File: src/rtl/bscfn_pkg.sv
package bscfn_pkg;

   // field widths
   localparam int OP_W     = 3;
   localparam int IDX_W    = 12;
   localparam int SIZE_W   = 13;
   localparam int CNT_W    = 13;
   localparam int STAT_W   = 2;
   localparam int LBYTE_W  = SIZE_W - 3;

   // size register value after reset
   localparam logic [SIZE_W-1:0] SIZE_RESET = 13'd4096;

   // request opcodes
   localparam logic [OP_W-1:0] OP_TEST     = 3'd0;
   localparam logic [OP_W-1:0] OP_SET      = 3'd1;
   localparam logic [OP_W-1:0] OP_CLEAR    = 3'd2;
   localparam logic [OP_W-1:0] OP_CLR_ALL  = 3'd3;
   localparam logic [OP_W-1:0] OP_FIND     = 3'd4;

   // response status codes
   localparam logic [STAT_W-1:0] STATUS_OK   = 2'd0;
   localparam logic [STAT_W-1:0] STATUS_BAD  = 2'd1;
   localparam logic [STAT_W-1:0] STATUS_NONE = 2'd2;

   // command queue depth
   localparam int CMD_DEPTH = 2;
   localparam int CMD_PTR_W = $clog2(CMD_DEPTH);

   // classified command kinds
   typedef enum logic [2:0] {
      K_TEST    = 3'd0,
      K_SET     = 3'd1,
      K_CLEAR   = 3'd2,
      K_CLR_ALL = 3'd3,
      K_FIND    = 3'd4,
      K_NOP     = 3'd5,
      K_BAD     = 3'd6
   } kind_type;

   typedef struct packed {
      logic [OP_W-1:0]  opcode;
      logic [IDX_W-1:0] bit_index;
   } req_payload_type;

   typedef struct packed {
      logic [STAT_W-1:0] status;
      logic              bit_value;
      logic [IDX_W-1:0]  found_index;
      logic [CNT_W-1:0]  set_count;
   } rsp_payload_type;

   // command passed from the front to the back
   typedef struct packed {
      kind_type           kind;
      logic [IDX_W-1:0]   bit_index;
      logic [LBYTE_W-1:0] last_byte;
      logic [2:0]         last_bit;
   } cmd_type;

   typedef struct packed {
      logic    valid;
      cmd_type cmd;
   } cmd_push_type;

   typedef struct packed {
      logic    avail;
      cmd_type cmd;
   } cmd_head_type;

endpackage

File: src/rtl/bscfn_chan_if.sv
interface bscfn_req_if;
   import bscfn_pkg::*;

   logic            valid;
   logic            ready;
   req_payload_type payload;

   modport source (output valid, output payload, input ready);
   modport sink (input valid, input payload, output ready);
endinterface


File: src/rtl/bscfn_front.sv
module bscfn_front #(
   parameter int MAX_BITS = 4096
) (
   input  logic                           clock,
   input  logic                           reset,
   bscfn_req_if.sink                      req_chan,
   input  logic                           csr_wr_en,
   input  logic [bscfn_pkg::SIZE_W-1:0]   csr_wr_data,
   input  logic                           accept_en,
   input  logic                           q_full,
   output bscfn_pkg::cmd_push_type        push
);
   import bscfn_pkg::*;

   localparam logic [16:0] MAX_C = 17'(MAX_BITS);

   logic [SIZE_W-1:0] size_ff;
   logic [SIZE_W-1:0] size_in;
   logic [SIZE_W-1:0] eff_size;
   logic [SIZE_W-1:0] last_pos;
   logic              bad;
   kind_type          kind;

   // size register
   always_comb begin
      size_in = size_ff;
      if (csr_wr_en) begin
         size_in = csr_wr_data;
      end
   end

   always_ff @(posedge clock) begin
      if (reset) begin
         size_ff <= SIZE_RESET;
      end else begin
         size_ff <= size_in;
      end
   end

   // effective size and range check
   assign eff_size = ({4'b0, size_ff} < MAX_C) ? size_ff : MAX_C[SIZE_W-1:0];
   assign bad      = {1'b0, req_chan.payload.bit_index} >= eff_size;
   assign last_pos = eff_size - 13'd1;

   // classify the request
   always_comb begin
      unique case (req_chan.payload.opcode)
         OP_TEST:    kind = bad ? K_BAD : K_TEST;
         OP_SET:     kind = bad ? K_BAD : K_SET;
         OP_CLEAR:   kind = bad ? K_BAD : K_CLEAR;
         OP_CLR_ALL: kind = K_CLR_ALL;
         OP_FIND:    kind = bad ? K_BAD : K_FIND;
         default:    kind = K_NOP;
      endcase
   end

   // handshake and queue push
   assign req_chan.ready      = accept_en && !q_full;
   assign push.valid          = req_chan.valid && req_chan.ready;
   assign push.cmd.kind       = kind;
   assign push.cmd.bit_index  = req_chan.payload.bit_index;
   assign push.cmd.last_byte  = last_pos[SIZE_W-1:3];
   assign push.cmd.last_bit   = last_pos[2:0];

endmodule

File: src/flat_wrapper.sv
// flat-port wrapper written by rule: the top's interface ports become plain ports
module bscfn_front_flat import bscfn_pkg::*;
#(
   parameter int MAX_BITS = 4096
)
  (clock, reset, csr_wr_en, csr_wr_data, accept_en, q_full, push, req_chan_valid, req_chan_payload, req_chan_ready);
  bscfn_req_if req_chan_i ();
  input  logic clock;
  input  logic reset;
  input  logic csr_wr_en;
  input  logic [bscfn_pkg::SIZE_W-1:0] csr_wr_data;
  input  logic accept_en;
  input  logic q_full;
  output bscfn_pkg::cmd_push_type push;
  input wire logic [$bits(req_chan_i.valid)-1:0] req_chan_valid;
  input wire logic [$bits(req_chan_i.payload)-1:0] req_chan_payload;
  output wire logic [$bits(req_chan_i.ready)-1:0] req_chan_ready;
  assign req_chan_i.valid = req_chan_valid;
  assign req_chan_i.payload = req_chan_payload;
  assign req_chan_ready = req_chan_i.ready;
  bscfn_front #(.MAX_BITS(MAX_BITS)) u_core (.clock(clock), .reset(reset), .req_chan(req_chan_i), .csr_wr_en(csr_wr_en), .csr_wr_data(csr_wr_data), .accept_en(accept_en), .q_full(q_full), .push(push));
endmodule
File: config.mk
export PLATFORM = sky130hd
export DESIGN_NAME = bscfn_front_flat
export DESIGN_NICKNAME = d
export VERILOG_FILES = /design/src/rtl/bscfn_pkg.sv /design/src/rtl/bscfn_chan_if.sv /design/src/rtl/bscfn_front.sv /design/src/flat_wrapper.sv
export SDC_FILE = /design/constraint.sdc
export NUM_CORES = 1
export LEC_CHECK = 0
export BUFFER_PORTS_ARGS = -buffer_cell sky130_fd_sc_hd__buf_2
export CORE_MARGIN = 5
export CORE_UTILIZATION = 44
export DETAILED_ROUTE_END_ITERATION = 6
export PLACE_DENSITY = 0.85
export SLEW_MARGIN = 5
export SYNTH_ARGS = -nofsm -noshare
export SYNTH_HDL_FRONTEND = slang
export SYNTH_SLANG_ARGS = --single-unit
File: constraint.sdc
create_clock -name clock -period 2.2 [get_ports clock]
set_input_delay 0.22 -clock clock [delete_from_list [all_inputs] [get_ports clock]]
set_output_delay 0.22 -clock clock [all_outputs]
set_load 0.02 [all_outputs]
==> impl_metrics.py <==
metrics = {
    "drt": {
        "wirelength_mm": 3.06,
        "vias": 1168,
        "ant_nets": 0,
        "viasPerCell": 5.01,
        "drtIter0Drc": 24,
        "drt-pass1-iter-count": 4,
        "routedWlPerCell_um": 13.1,
        "drt_drc_violations_left": 0,
    },
    "floorplanning": {
        "die_area_mm2": 0.00369,
        "core_mm2": 0.00248,
        "dieHeight_um": 60.8,
        "fp-row-count": 18,
        "io_pins": 64,
        "die_w_um": 60.8,
        "start_util": 0.458,
    },
    "place": {
        "place.gp.congestion": 0.827,
        "numPortBuffers": 63,
        "dp_hpwl_mm": 2.23,
        "post-place-ws_ns": -0.00987,
    },
    "synthesis": {
        "synth-compound-area-share": 0.149,
        "synth_xor_area_frac": 0.0541,
        "yosys-top-cells-count": "nor2_1, nand2_1, dfxtp_1, ha_1",
        "netlist_instances": 140,
        "syn-cell-area_mm2": 0.00113,
        "synth_flop_cell": "dfxtp_1",
        "synth_mux_area_frac": 0.106,
        "syn_area_per_cell_um2": 8.10,
        "synth.largest_area_cell": "dfxtp_1",
        "syn_nets": 187,
        "synthTopCellsByArea": "dfxtp_1, ha_1, mux2i_1",
        "yosysSeqAreaShare": 0.230,
        "yosysWarnings": 0,
        "synth_most_common_cell": "nor2_1",
        "yosys.area_share.adder": 0.143,
        "synth_edf_count": 0,
        "synth_top_family_by_area": "simple AND/OR/NAND/NOR gates",
        "synthSimpleGateAreaFrac": 0.200,
        "synth.distinct_cells": 36,
        "synth.top_cell.area_share": 0.230,
        "ys_ff_latch": 13,
        "async_flop_share": 0,
    },
    "clock_tree": {
        "clk_latency_ns": 0.27,
        "htreeDepth": 1,
        "numCtsBuffers": 3,
        "clk_pin_slew_ns": 0.07,
        "cts_tree": "done",
        "root_buffer": "clkbuf_4",
        "clock_path_buffers": 2,
        "cts.sink_count": 13,
    },
    "timing": {
        "hold_viol_final": 0,
        "rsz0062_at_grt": "yes",
        "worst_pin_slew_ns": 0.371,
        "finalMaxSlewViolations": 0,
        "post-route-period-util": 1.03,
        "finalCriticalPeriod_ns": 2.26,
        "fmax_mhz": 442,
        "relSlewSlack": 0.751,
        "setup_slack_ns": -0.0635,
        "setup_viol_count_final": 4,
        "timing.setup.tns_ns": -0.147,
        "clock_skew_ns": 0,
    },
    "layout": {
        "top_regs": "u_core.size_ff: 13 flops",
        "largest_register": "u_core.size_ff",
        "largest_reg_flops": 13,
        "antenna_cells": 0,
        "synthToLayoutAreaGrowth_pct": 54.1,
        "nets": 251,
        "drive_gt1_frac": 0.552,
    },
    "grt": {
        "grt_overflow": 0,
        "grt_pass1_vias": 1031,
        "grt_pass1_wl_mm": 4.26,
        "grt_max_degree": 15,
        "grtUsageTotal": 0.151,
        "antenna_found_initial": 0,
    },
    "power_and_ir_drop": {
        "p_int_uw": 478,
        "swShare": 0.362,
        "p_leak_nw": 0.837,
        "p_sw_uw": 271,
        "seqPwrFrac": 0.361,
        "ir_drop_mv": 0.463,
        "finalPower_uw": 749,
        "combPwrFrac": 0.455,
        "clockPowerShare": 0.184,
        "p_per_area_mw_per_mm2": 429,
    },
    "outcome": {
        "status": "finished, violations left",
        "violations": "setup timing",
    },
    "critical_path": {
        "critPathBufInv": 2,
        "slowest_delay_ns": 0.39,
        "crit_family": "simple AND/OR/NAND/NOR gates",
        "path_max_fanout": 7,
        "crit_type": "reg2out",
        "crit_required_ns": 1.98,
        "crit_arrival_ns": 2.04,
        "crit_chain": "inv_8 -> nand2_1 -> ha_4 -> and4_1 -> and2_1 -> a311oi_2 -> o31a_1 -> buf_6",
        "slowest_stage": "dfxtp_4",
        "crit_path_start_kind": "flip-flop",
        "endpoint_kind": "output port",
    },
    "worst_hold_path": {
        "hp-class": "in2reg",
    },
    "run": {
        "drv_cap": 0,
    },
}
==> final timing paths <==
path / endpoint / slack [ns] / from / depth (start not counted)
setup / recovery: push[25] / -0.06 / u_core.size_ff[12] / 8
hold reg to reg: u_core.size_ff[1] / 0.55 / u_core.size_ff[1] / 2
hold / removal: u_core.size_ff[3] / 0.19 / csr_wr_data[3] / 3
setup reg to reg: u_core.size_ff[12] / 1.34 / u_core.size_ff[12] / 3
==> per-stage QoR <==
stage	util	std cells	hold slack, ns	cell area (µm²)
after global routing	0.705	233	0.192	1750
after detailed placement	0.575	222	0.462	1430
after CTS	0.665	231	0.183	1650
after global placement	0.575	222	0.454	1430
final	0.705	233	0.188	1750
after floorplan	-	140	0.292	1140
==> area by class of cell <==
| class | count | area, µm² |
|---|---|---|
| timing repair inverter | 1 | 8.76 |
| sequential | 13 | 264 |
| tap | 30 | 37.5 |
| fill | 189 | 731 |
| clock buffer | 4 | 26.3 |
| multi-input combinational | 104 | 945 |
| timing repair buffer | 74 | 432 |
| inverter | 7 | 33.8 |
==> routing by layer <==
metal	global-route usage	vias to the layer above	wire length, µm
li1	-	597	-
met1	0.185	513	1240
met2	0.267	52	1510
met3	0.0234	6	275
met4	0.0526	0	38
met5	0	-	0
==> layout by cell type (no fill, tap or decap), drive strengths merged, types with 3 or more instances in the layout <==
cell    instances
nand2          14
buf            74
a21o            3
ha             13
nor2           19
inv             8
o21ai           6
mux2i          12
xnor2           6
and2            3
dfxtp          13
clkbuf          4
a21oi           7
==> logic make-up after synthesis <==
logic type,Yosys count
and+or+nand+nor,48
AOI/OAI and AO/OA,24
buffers and inverters,23
adders and majority gates,13
DFF,13
muxes,12
xor gates and xnor gates,7
==> timing repair <==
item / in CTS / in global routing
resized for setup: 33 / 15
setup buffers: 4 / 2
gates cloned: 1 / 0
endpoints found under the setup margin: 4 / 6
pin swaps: 18 / 6
hold buffers: 0 / 0
==> power by group through the flow <==
stage,combinational (mW),sequential (mW),clock [mW]
3_3_place_gp,0.274,0.267,0
6_report,0.341,0.270,0.138
2_1_floorplan,0.193,0.267,0
4_1_cts,0.314,0.265,0.142
5_1_grt,0.369,0.272,0.154
3_5_place_dp,0.278,0.267,0
==> worst reg2reg max path, stage by stage, from the launching register on <==
cell	delay (ns)
dfxtp_4	0.41
inv_6	0.06
buf_4	0.13
o211ai_1	0.17
(Power assumes the default switching activity.)
