===== src/rtl/bscfn_pkg.sv =====
package bscfn_pkg;

   // field widths
   localparam int OP_W     = 3;
   localparam int IDX_W    = 12;
   localparam int SIZE_W   = 13;
   localparam int CNT_W    = 13;
   localparam int STAT_W   = 2;
   localparam int LBYTE_W  = SIZE_W - 3;

   // size register value after reset
   localparam logic [SIZE_W-1:0] SIZE_RESET = 13'd4096;

   // request opcodes
   localparam logic [OP_W-1:0] OP_TEST     = 3'd0;
   localparam logic [OP_W-1:0] OP_SET      = 3'd1;
   localparam logic [OP_W-1:0] OP_CLEAR    = 3'd2;
   localparam logic [OP_W-1:0] OP_CLR_ALL  = 3'd3;
   localparam logic [OP_W-1:0] OP_FIND     = 3'd4;

   // response status codes
   localparam logic [STAT_W-1:0] STATUS_OK   = 2'd0;
   localparam logic [STAT_W-1:0] STATUS_BAD  = 2'd1;
   localparam logic [STAT_W-1:0] STATUS_NONE = 2'd2;

   // command queue depth
   localparam int CMD_DEPTH = 2;
   localparam int CMD_PTR_W = $clog2(CMD_DEPTH);

   // classified command kinds
   typedef enum logic [2:0] {
      K_TEST    = 3'd0,
      K_SET     = 3'd1,
      K_CLEAR   = 3'd2,
      K_CLR_ALL = 3'd3,
      K_FIND    = 3'd4,
      K_NOP     = 3'd5,
      K_BAD     = 3'd6
   } kind_type;

   typedef struct packed {
      logic [OP_W-1:0]  opcode;
      logic [IDX_W-1:0] bit_index;
   } req_payload_type;

   typedef struct packed {
      logic [STAT_W-1:0] status;
      logic              bit_value;
      logic [IDX_W-1:0]  found_index;
      logic [CNT_W-1:0]  set_count;
   } rsp_payload_type;

   // command passed from the front to the back
   typedef struct packed {
      kind_type           kind;
      logic [IDX_W-1:0]   bit_index;
      logic [LBYTE_W-1:0] last_byte;
      logic [2:0]         last_bit;
   } cmd_type;

   typedef struct packed {
      logic    valid;
      cmd_type cmd;
   } cmd_push_type;

   typedef struct packed {
      logic    avail;
      cmd_type cmd;
   } cmd_head_type;

endpackage


===== src/rtl/bscfn_cmd_fifo.sv =====
module bscfn_cmd_fifo (
   input  logic                      clock,
   input  logic                      reset,
   input  bscfn_pkg::cmd_push_type   push,
   input  logic                      pop,
   output bscfn_pkg::cmd_head_type   head,
   output logic                      full
);
   import bscfn_pkg::*;

   cmd_type                entry_ff [CMD_DEPTH];
   logic [CMD_PTR_W-1:0]   wr_ptr_ff;
   logic [CMD_PTR_W-1:0]   wr_ptr_in;
   logic [CMD_PTR_W-1:0]   rd_ptr_ff;
   logic [CMD_PTR_W-1:0]   rd_ptr_in;
   logic [CMD_PTR_W:0]     fill_ff;
   logic [CMD_PTR_W:0]     fill_in;
   logic                   do_pop;

   assign full       = fill_ff == (CMD_PTR_W+1)'(CMD_DEPTH);
   assign head.avail = fill_ff != '0;
   assign head.cmd   = entry_ff[rd_ptr_ff];
   assign do_pop     = pop && head.avail;

   // pointer and fill update
   always_comb begin
      wr_ptr_in = wr_ptr_ff;
      rd_ptr_in = rd_ptr_ff;
      fill_in   = fill_ff;
      if (push.valid) begin
         wr_ptr_in = wr_ptr_ff + 1'b1;
      end
      if (do_pop) begin
         rd_ptr_in = rd_ptr_ff + 1'b1;
      end
      if (push.valid && !do_pop) begin
         fill_in = fill_ff + 1'b1;
      end else if (!push.valid && do_pop) begin
         fill_in = fill_ff - 1'b1;
      end
   end

   always_ff @(posedge clock) begin
      if (reset) begin
         wr_ptr_ff <= '0;
         rd_ptr_ff <= '0;
         fill_ff   <= '0;
      end else begin
         wr_ptr_ff <= wr_ptr_in;
         rd_ptr_ff <= rd_ptr_in;
         fill_ff   <= fill_in;
      end
   end

   // entry storage
   always_ff @(posedge clock) begin
      if (push.valid) begin
         entry_ff[wr_ptr_ff] <= push.cmd;
      end
   end

`ifndef SYNTH
   a_no_push_when_full: assert property (@(posedge clock) disable iff (reset)
      !(push.valid && full))
      else $error("command queue overflow");
`endif

endmodule


===== config.mk =====
export PLATFORM = sky130hd
export DESIGN_NAME = bscfn_cmd_fifo
export DESIGN_NICKNAME = d
export VERILOG_FILES = /design/src/rtl/bscfn_pkg.sv /design/src/rtl/bscfn_cmd_fifo.sv
export SDC_FILE = /design/constraint.sdc
export NUM_CORES = 1
export LEC_CHECK = 0
export BUFFER_PORTS_ARGS = -buffer_cell sky130_fd_sc_hd__buf_4
export CORE_MARGIN = 5
export CORE_UTILIZATION = 30
export DETAILED_ROUTE_END_ITERATION = 6
export GPL_TIMING_DRIVEN = 1
export HOLD_SLACK_MARGIN = 0.02
export PLACE_DENSITY_LB_ADDON = 0.1
export SETUP_SLACK_MARGIN = 0.2
export SLEW_MARGIN = 40
export SYNTH_ARGS = -nofsm -noshare
export SYNTH_HDL_FRONTEND = slang
export SYNTH_SLANG_ARGS = --single-unit

===== constraint.sdc =====
create_clock -name clock -period 2.31 [get_ports clock]
set_clock_uncertainty 0.1 [all_clocks]
set_input_delay 0.3465 -clock clock [delete_from_list [all_inputs] [get_ports clock]]
set_output_delay 0.3465 -clock clock [all_outputs]
set_load 0.005 [all_outputs]

==> impl_metrics.toml, run 1 <==
[status]
run_status = "finished clean"

[min_path]
hold-path-endpoint = "entry_ff[1][26]"
min_from = "push[26]"
hold_class = "primary input to register"
worstHoldPathCells = 1

[logic_synthesis]
post_synthesis_cell_area_um2 = 2228
postSynthNetCount = 142
ffs_latches_synth = 61
synth.largest_area_cell = "sky130_fd_sc_hd__edfxtp_1"
syn-mean-instance-area_um2 = 20.44
yosysSeqAreaShare_pct = 79.96
yosys.cell_types.count = 16
yosysTopAreaCellShare_pct = 75.46
synthCells = 109
synthesis.yosys.warnings = 0
synth_area_leaders = "sky130_fd_sc_hd__edfxtp_1 75%, sky130_fd_sc_hd__mux2_2 14%, sky130_fd_sc_hd__dfxtp_1 4.5%"

[timing]
fin_hold_ws_ps = 96.39
max_slew.worst_pin.slew_ps = 457.2
max_frequency_ghz = 0.5348
timing.final.crit_share_pct = 80.94
setup_viol = 0
setup_slack_ps = 440.3
timing.final.max_slew_violations = 0
finalHoldViolations = 0
rsz0062_at_grt = "no"
timing.slew.headroom_pct = 69.45
setup_total_neg_slack_ps = 0
finalWorstPathRequiredPeriod_ps = 1870

[power]
powerDensity_nw_per_um2 = 974.4
p_switching_mw = 0.7128
pint_mw = 2.238
comb_power_share_pct = 25.3
total_leakage_power_nw = 1.146
seqPwrFrac_pct = 45.7
power_mw = 2.950
max-vdd-ir-drop_v = 0.0004705
switching_share_pct = 24.16
power.clock.fraction_pct = 28.9

[detailed_routing]
ant_nets = 0
drcViolationCount = 0
drt_iter0_markers = 35
vias_per_cell = 4.125
totalWireLength_um = 4225
detailedRoute.firstPassIterationCount = 4
wl_per_cell_um = 14.72
routed-via-count = 1184

[critical_path]
worst-r2r-cell-count = 4
worst_r2r_endpoint = "fill_ff[1]"
crit_arrival_ps = 1420
setup.worst_path.end_class = "output pin"
start_of_the_worst_register_to_register_path = "fill_ff[0]"
critPathRequiredTime_ps = 1860
critical_path_peak_fanout = 16
regToRegSetupSlack_ps = 630
setup.worst_path.start_class = "register"
setup.worst_path.class = "register to output pin"

[global_route]
grt_antenna_before_repair = 0
gr-usage-all-layers_pct = 10.18
grt_start_max_net_pins = 17
first_global_vias = 1398
grt_pass1_wl_um = 6630
globalRouteOverflowTotal = 0

[floorplan]
i_o_pins = 62
die_area_um2 = 9252
floorplan.initialDensity_pct = 30.72
fp.coreArea_um2 = 7253
die-width_um = 96.19
die_height_um = 96.19
placement_rows = 31

[layout]
drive_gt1_share_pct = 58.51
final_cells = 287
num_antenna_cells = 0
layout-area-overhead-vs-synth_pct = 35.88
area_occupied_by_multi_input_gates_um2 = 434.2
layout.area.seq_um2 = 1782
finalCoreUtilization_pct = 41.75
finish.net_count = 216
nFillCells = 673
layout.cell_area.non_filler_um2 = 3028

[placement]
place_hpwl_um = 2963
gp_congestion = 0.6440
place.port_buffers = 61
dpl_worst_slack_ps = 626.3
placed_cells = 271
placement.cell_area_um2 = 2848

[clocking]
cts_resized = 0
cts.sinks = 61
cts_setup_buffers = 0
clk_pin_slew_worst_paths_ps = 60
clockRootBuffer = "sky130_fd_sc_hd__clkbuf_8"
cts_made_buffers = 9
cts_hold_buffers = 0
worst_skew_pair.late_latency_ps = 330
max-clock-path-buffers = 2
tritoncts = "built"
ctsHtreeMaxLevel = 3

[run]
maxCapViolCount = 0
worst max path at each step:
| stage | to | depth (start not counted) |
|---|---|---|
| final | head[20] | 3 |
| after global routing | head[27] | 3 |
| after CTS | head[27] | 3 |
| after detailed placement | fill_ff[1] | 4 |
| after global placement | head[27] | 3 |
| after floorplan | entry_ff[0][0] | 1 |
cell usage after synthesis:
master,instances
sky130_fd_sc_hd__dfxtp_1,5
sky130_fd_sc_hd__ha_1,1
sky130_fd_sc_hd__or3_1,1
sky130_fd_sc_hd__and2_1,1
sky130_fd_sc_hd__xor2_1,3
sky130_fd_sc_hd__or2_2,1
sky130_fd_sc_hd__nor2_1,4
sky130_fd_sc_hd__buf_4,2
sky130_fd_sc_hd__buf_2,1
sky130_fd_sc_hd__and2b_2,1
sky130_fd_sc_hd__xnor2_1,1
sky130_fd_sc_hd__edfxtp_1,56
sky130_fd_sc_hd__a21oi_1,1
sky130_fd_sc_hd__nor2b_1,1
sky130_fd_sc_hd__o21ai_0,2
sky130_fd_sc_hd__mux2_2,28
power groups by stage:
stage | combinational, mW | sequential [mW] | clock [mW]
final | 0.747 | 1.35 | 0.854
after global routing | 0.820 | 1.36 | 0.945
after CTS | 0.772 | 1.35 | 0.888
after detailed placement | 0.766 | 1.37 | 0
after global placement | 0.751 | 1.37 | 0
after floorplan | 0.403 | 1.36 | 0
area by class of cell:
| type | count | area share, % |
|---|---|---|
| Clock buffer | 9 | 4.091 |
| Clock inverter | 7 | 1.860 |
| Multi-Input combinational cell | 45 | 14.34 |
| Sequential cell | 61 | 58.84 |
| Tap cell | 99 | 4.091 |
| Timing Repair Buffer | 66 | 16.78 |
worst max-delay path: stages, from the launching register on:
cell	delay (ps)
sky130_fd_sc_hd__dfxtp_1	330
sky130_fd_sc_hd__buf_4	250
sky130_fd_sc_hd__mux2_2	370
sky130_fd_sc_hd__buf_4	140
placed cells by master (no fill, tap or decap), types with 2 or more instances in the layout:
master,n
sky130_fd_sc_hd__buf_4,65
sky130_fd_sc_hd__clkbuf_8,9
sky130_fd_sc_hd__clkinv_1,3
sky130_fd_sc_hd__clkinv_2,3
sky130_fd_sc_hd__dfxtp_1,5
sky130_fd_sc_hd__edfxtp_1,56
sky130_fd_sc_hd__mux2_2,28
sky130_fd_sc_hd__nor2_1,4
sky130_fd_sc_hd__o21ai_0,2
sky130_fd_sc_hd__xor2_1,3
state kept, by name, summed over array words and instances, names as in the netlist, named ones only:
signal and flops:
entry_ff 56, wr_ptr_ff 1, fill_ff 2, rd_ptr_ff 1
kinds of logic after synthesis:
group / share of synthesized area, %
AOI/OAI and AO/OA: 0.6736
xor gates and xnor gates: 1.572
adders and majority gates: 0.5614
buffers and inverters: 0.8980
DFF: 79.96
muxes: 14.15
and+or+nand+nor: 2.190
layer usage:
metal  GRT usage, %  vias up  part of all wire (%)
li1               -      566                     -
met1          10.19      572                    37
met2          17.42       37                    53
met3          4.144        9                   7.7
met4          6.398        0                   2.2
met5              0        -                     0
Note: power is estimated with default switching activity, not from simulation.
==> run 2: changes to the inputs <==
- clock period: 2.31 -> 1.5 ns (I/O delays scaled with it)
==> run 2 against run 1 <==
Net effect:
- the flow now finishes with violations (negative setup slack)
- via count up 15%
- die area unchanged
- clock power up 58%
- worst setup slack worse by 600 ps
- power up 81%
- flip-flop and latch count unchanged
- non-clock buffer count up 36
- core utilization up 8.8 points
- global-route usage up 1.1 points
- sequential share of layout area down 9.9 points
- worst hold slack worse by 6.5 ps
- clock-buffer cell count up 1
- critical path type unchanged
- highest routed layer unchanged
==> impl_metrics.toml, run 2 (synthesis gave the netlist of run 1 again) <==
[status]
run_status = "finished with violations"
violations = "negative setup slack"

[floorplan]
i_o_pins = 62
die-width_um = 96.19
die_area_um2 = 9252
placement_rows = 31
die_height_um = 96.19
floorplan.initialDensity_pct = 30.72
fp.coreArea_um2 = 7253

[global_route]
groute.layer.met1.usage_pct = 11.18
grt_use_met2_pct = 19.78
grtUsageMet3_pct = 4.769
grt_pass1_wl_um = 7383
gr-usage-all-layers_pct = 11.25
globalRoute.busiestLayer = "met2"
globalRouteOverflowTotal = 0
first_global_vias = 1576
grt_antenna_before_repair = 0
grt_start_max_net_pins = 17

[critical_path]
crit_path_cell_trace = "clkbuf_16 > mux2_4 > buf_6"
setup.worst_path.end_class = "output pin"
critical_path.n_buffers_inverters = 2
crit_arrival_ps = 1330
cp_top_family = "flip-flops"
setup.worst_path.class = "register to output pin"
worst_r2r_endpoint = "fill_ff[1]"
critical_path.endpoint = "head[14]"
cp_slowest_cell = "sky130_fd_sc_hd__dfxtp_4"
regToRegSetupSlack_ps = 100
max_stage_delay_on_crit_path_ps = 390
critPathRequiredTime_ps = 1170
logic_depth_of_the_worst_setup_path_including_buffers = 3
worst-r2r-cell-count = 4
setup.worst_path.start_class = "register"
start_of_the_worst_register_to_register_path = "fill_ff[0]"
critical_path_peak_fanout = 8

[placement]
placement.cell_area_um2 = 2878
gp_congestion = 0.6884
dpl_worst_slack_ps = 31.51
place.port_buffers = 61
place_hpwl_um = 3126

[clocking]
worst_skew_pair.late_latency_ps = 330
cts.sinks = 61
ctsHtreeMaxLevel = 3
cts_made_buffers = 9
clk_pin_slew_worst_paths_ps = 60
tritoncts = "built"
clockRootBuffer = "sky130_fd_sc_hd__clkbuf_8"
max-clock-path-buffers = 2

[timing]
timing.slew.headroom_pct = 84.66
fin_hold_ws_ps = 89.91
setup_viol = 28
timing.final.max_slew_violations = 0
max_frequency_ghz = 0.6043
setup_slack_ps = -154.9
finalHoldViolations = 0
max_slew.worst_pin.slew_ps = 230.1
rsz0062_at_grt = "yes"
timing.final.crit_share_pct = 110.3
finalWorstPathRequiredPeriod_ps = 1655
setup_total_neg_slack_ps = -3934

[layout]
layout.area.seq_um2 = 1793
mostFrequentLayoutCell = "sky130_fd_sc_hd__edfxtp_1"
flip_flop_count_of_the_largest_register_all_copies_and_words_added = 56
layout_common_cells = "56 x sky130_fd_sc_hd__edfxtp_1, 39 x sky130_fd_sc_hd__buf_4, 31 x sky130_fd_sc_hd__buf_6, 29 x sky130_fd_sc_hd__dlygate4sd3_1, 28 x sky130_fd_sc_hd__mux2_4"
drive_gt1_share_pct = 54.91
finalCoreUtilization_pct = 50.53
layout.cell_area.non_filler_um2 = 3665
largest_register = "entry_ff"
num_antenna_cells = 0
nFillCells = 618
area_occupied_by_multi_input_gates_um2 = 569.3
biggestRegsByFlops = "entry_ff: 56 flops, fill_ff: 2 flops"
layout-area-overhead-vs-synth_pct = 64.46
finish.net_count = 252

[detailed_routing]
totalWireLength_um = 4894
drcViolationCount = 0
detailedRoute.firstPassIterationCount = 4
wl_per_cell_um = 15.15
routed-via-count = 1365
vias_per_cell = 4.226
ant_nets = 0
drt_iter0_markers = 25

[run]
maxCapViolCount = 0

[power]
powerDensity_nw_per_um2 = 1454
max-vdd-ir-drop_v = 0.0008920
total_leakage_power_nw = 1.441

[min_path]
hold_class = "primary input to register"
min_from = "push[28]"
-- run 2: cell types whose count changed in the layout (fill, tap and decap cells not counted), sizes merged --
cell         before  now
clkinv            6    4
dlygate4sd3       0   29
buf              66   72
clkbuf            9   11
clkinvlp          0    1
-- run 2: metrics by stage --
step / cells / power (mW)
5_1_grt: 323 / 5.612
3_5_place_dp: 273 / 3.382
2_1_floorplan: 109 / 2.749
6_report: 323 / 5.328
3_3_place_gp: 273 / 3.347
4_1_cts: 321 / 5.132
-- run 2: worst register-to-register path, cell delays in order, from the launching register on --
cell	delay, ps
sky130_fd_sc_hd__dfxtp_4	360
sky130_fd_sc_hd__o21ai_4	180
sky130_fd_sc_hd__ha_4	220
sky130_fd_sc_hd__or3_1	340
sky130_fd_sc_hd__a21oi_1	120
-- run 2: final cells by class --
type / count / share of cell area, %
Clock buffer: 10 / 3.482
Clock inverter: 6 / 1.468
Multi-Input combinational cell: 45 / 15.53
Sequential cell: 61 / 48.92
Tap cell: 99 / 3.380
Timing Repair Buffer: 102 / 27.21
-- run 2: what timing repair did --
action | CTS | global route
endpoints found under the setup margin | 31 | 32
gates cloned | 0 | 1
hold buffers | 29 | 0
setup buffers | 3 | 1
pin swaps | 2 | 3
resized for setup | 38 | 29
hold endpoints to repair | 61 | 0
-- run 2: where the power goes --
group / internal, mW / switching (mW) / leakage (nW)
registers: 2.04 / 0.102 / 0.569
clock network: 0.747 / 0.601 / 0.0888
logic: 1.22 / 0.617 / 0.783
-- run 2: how the worst min path moves through the flow --
stage | to | slack, ps | cells after the start
2_1_floorplan | fill_ff[1] | 190 | 1
3_3_place_gp | entry_ff[0][22] | 310 | 1
3_5_place_dp | entry_ff[0][13] | 310 | 1
4_1_cts | wr_ptr_ff | 80 | 3
5_1_grt | wr_ptr_ff | 110 | 3
6_report | wr_ptr_ff | 90 | 3
-- run 2: routing by layer --
layer | share of wire (%) | up-vias | wire (um)
met1 | 39 | 674 | 1897
li1 | - | 639 | -
met5 | 0 | - | 0
met3 | 6.0 | 10 | 295
met2 | 53 | 42 | 2608
met4 | 1.9 | 0 | 92
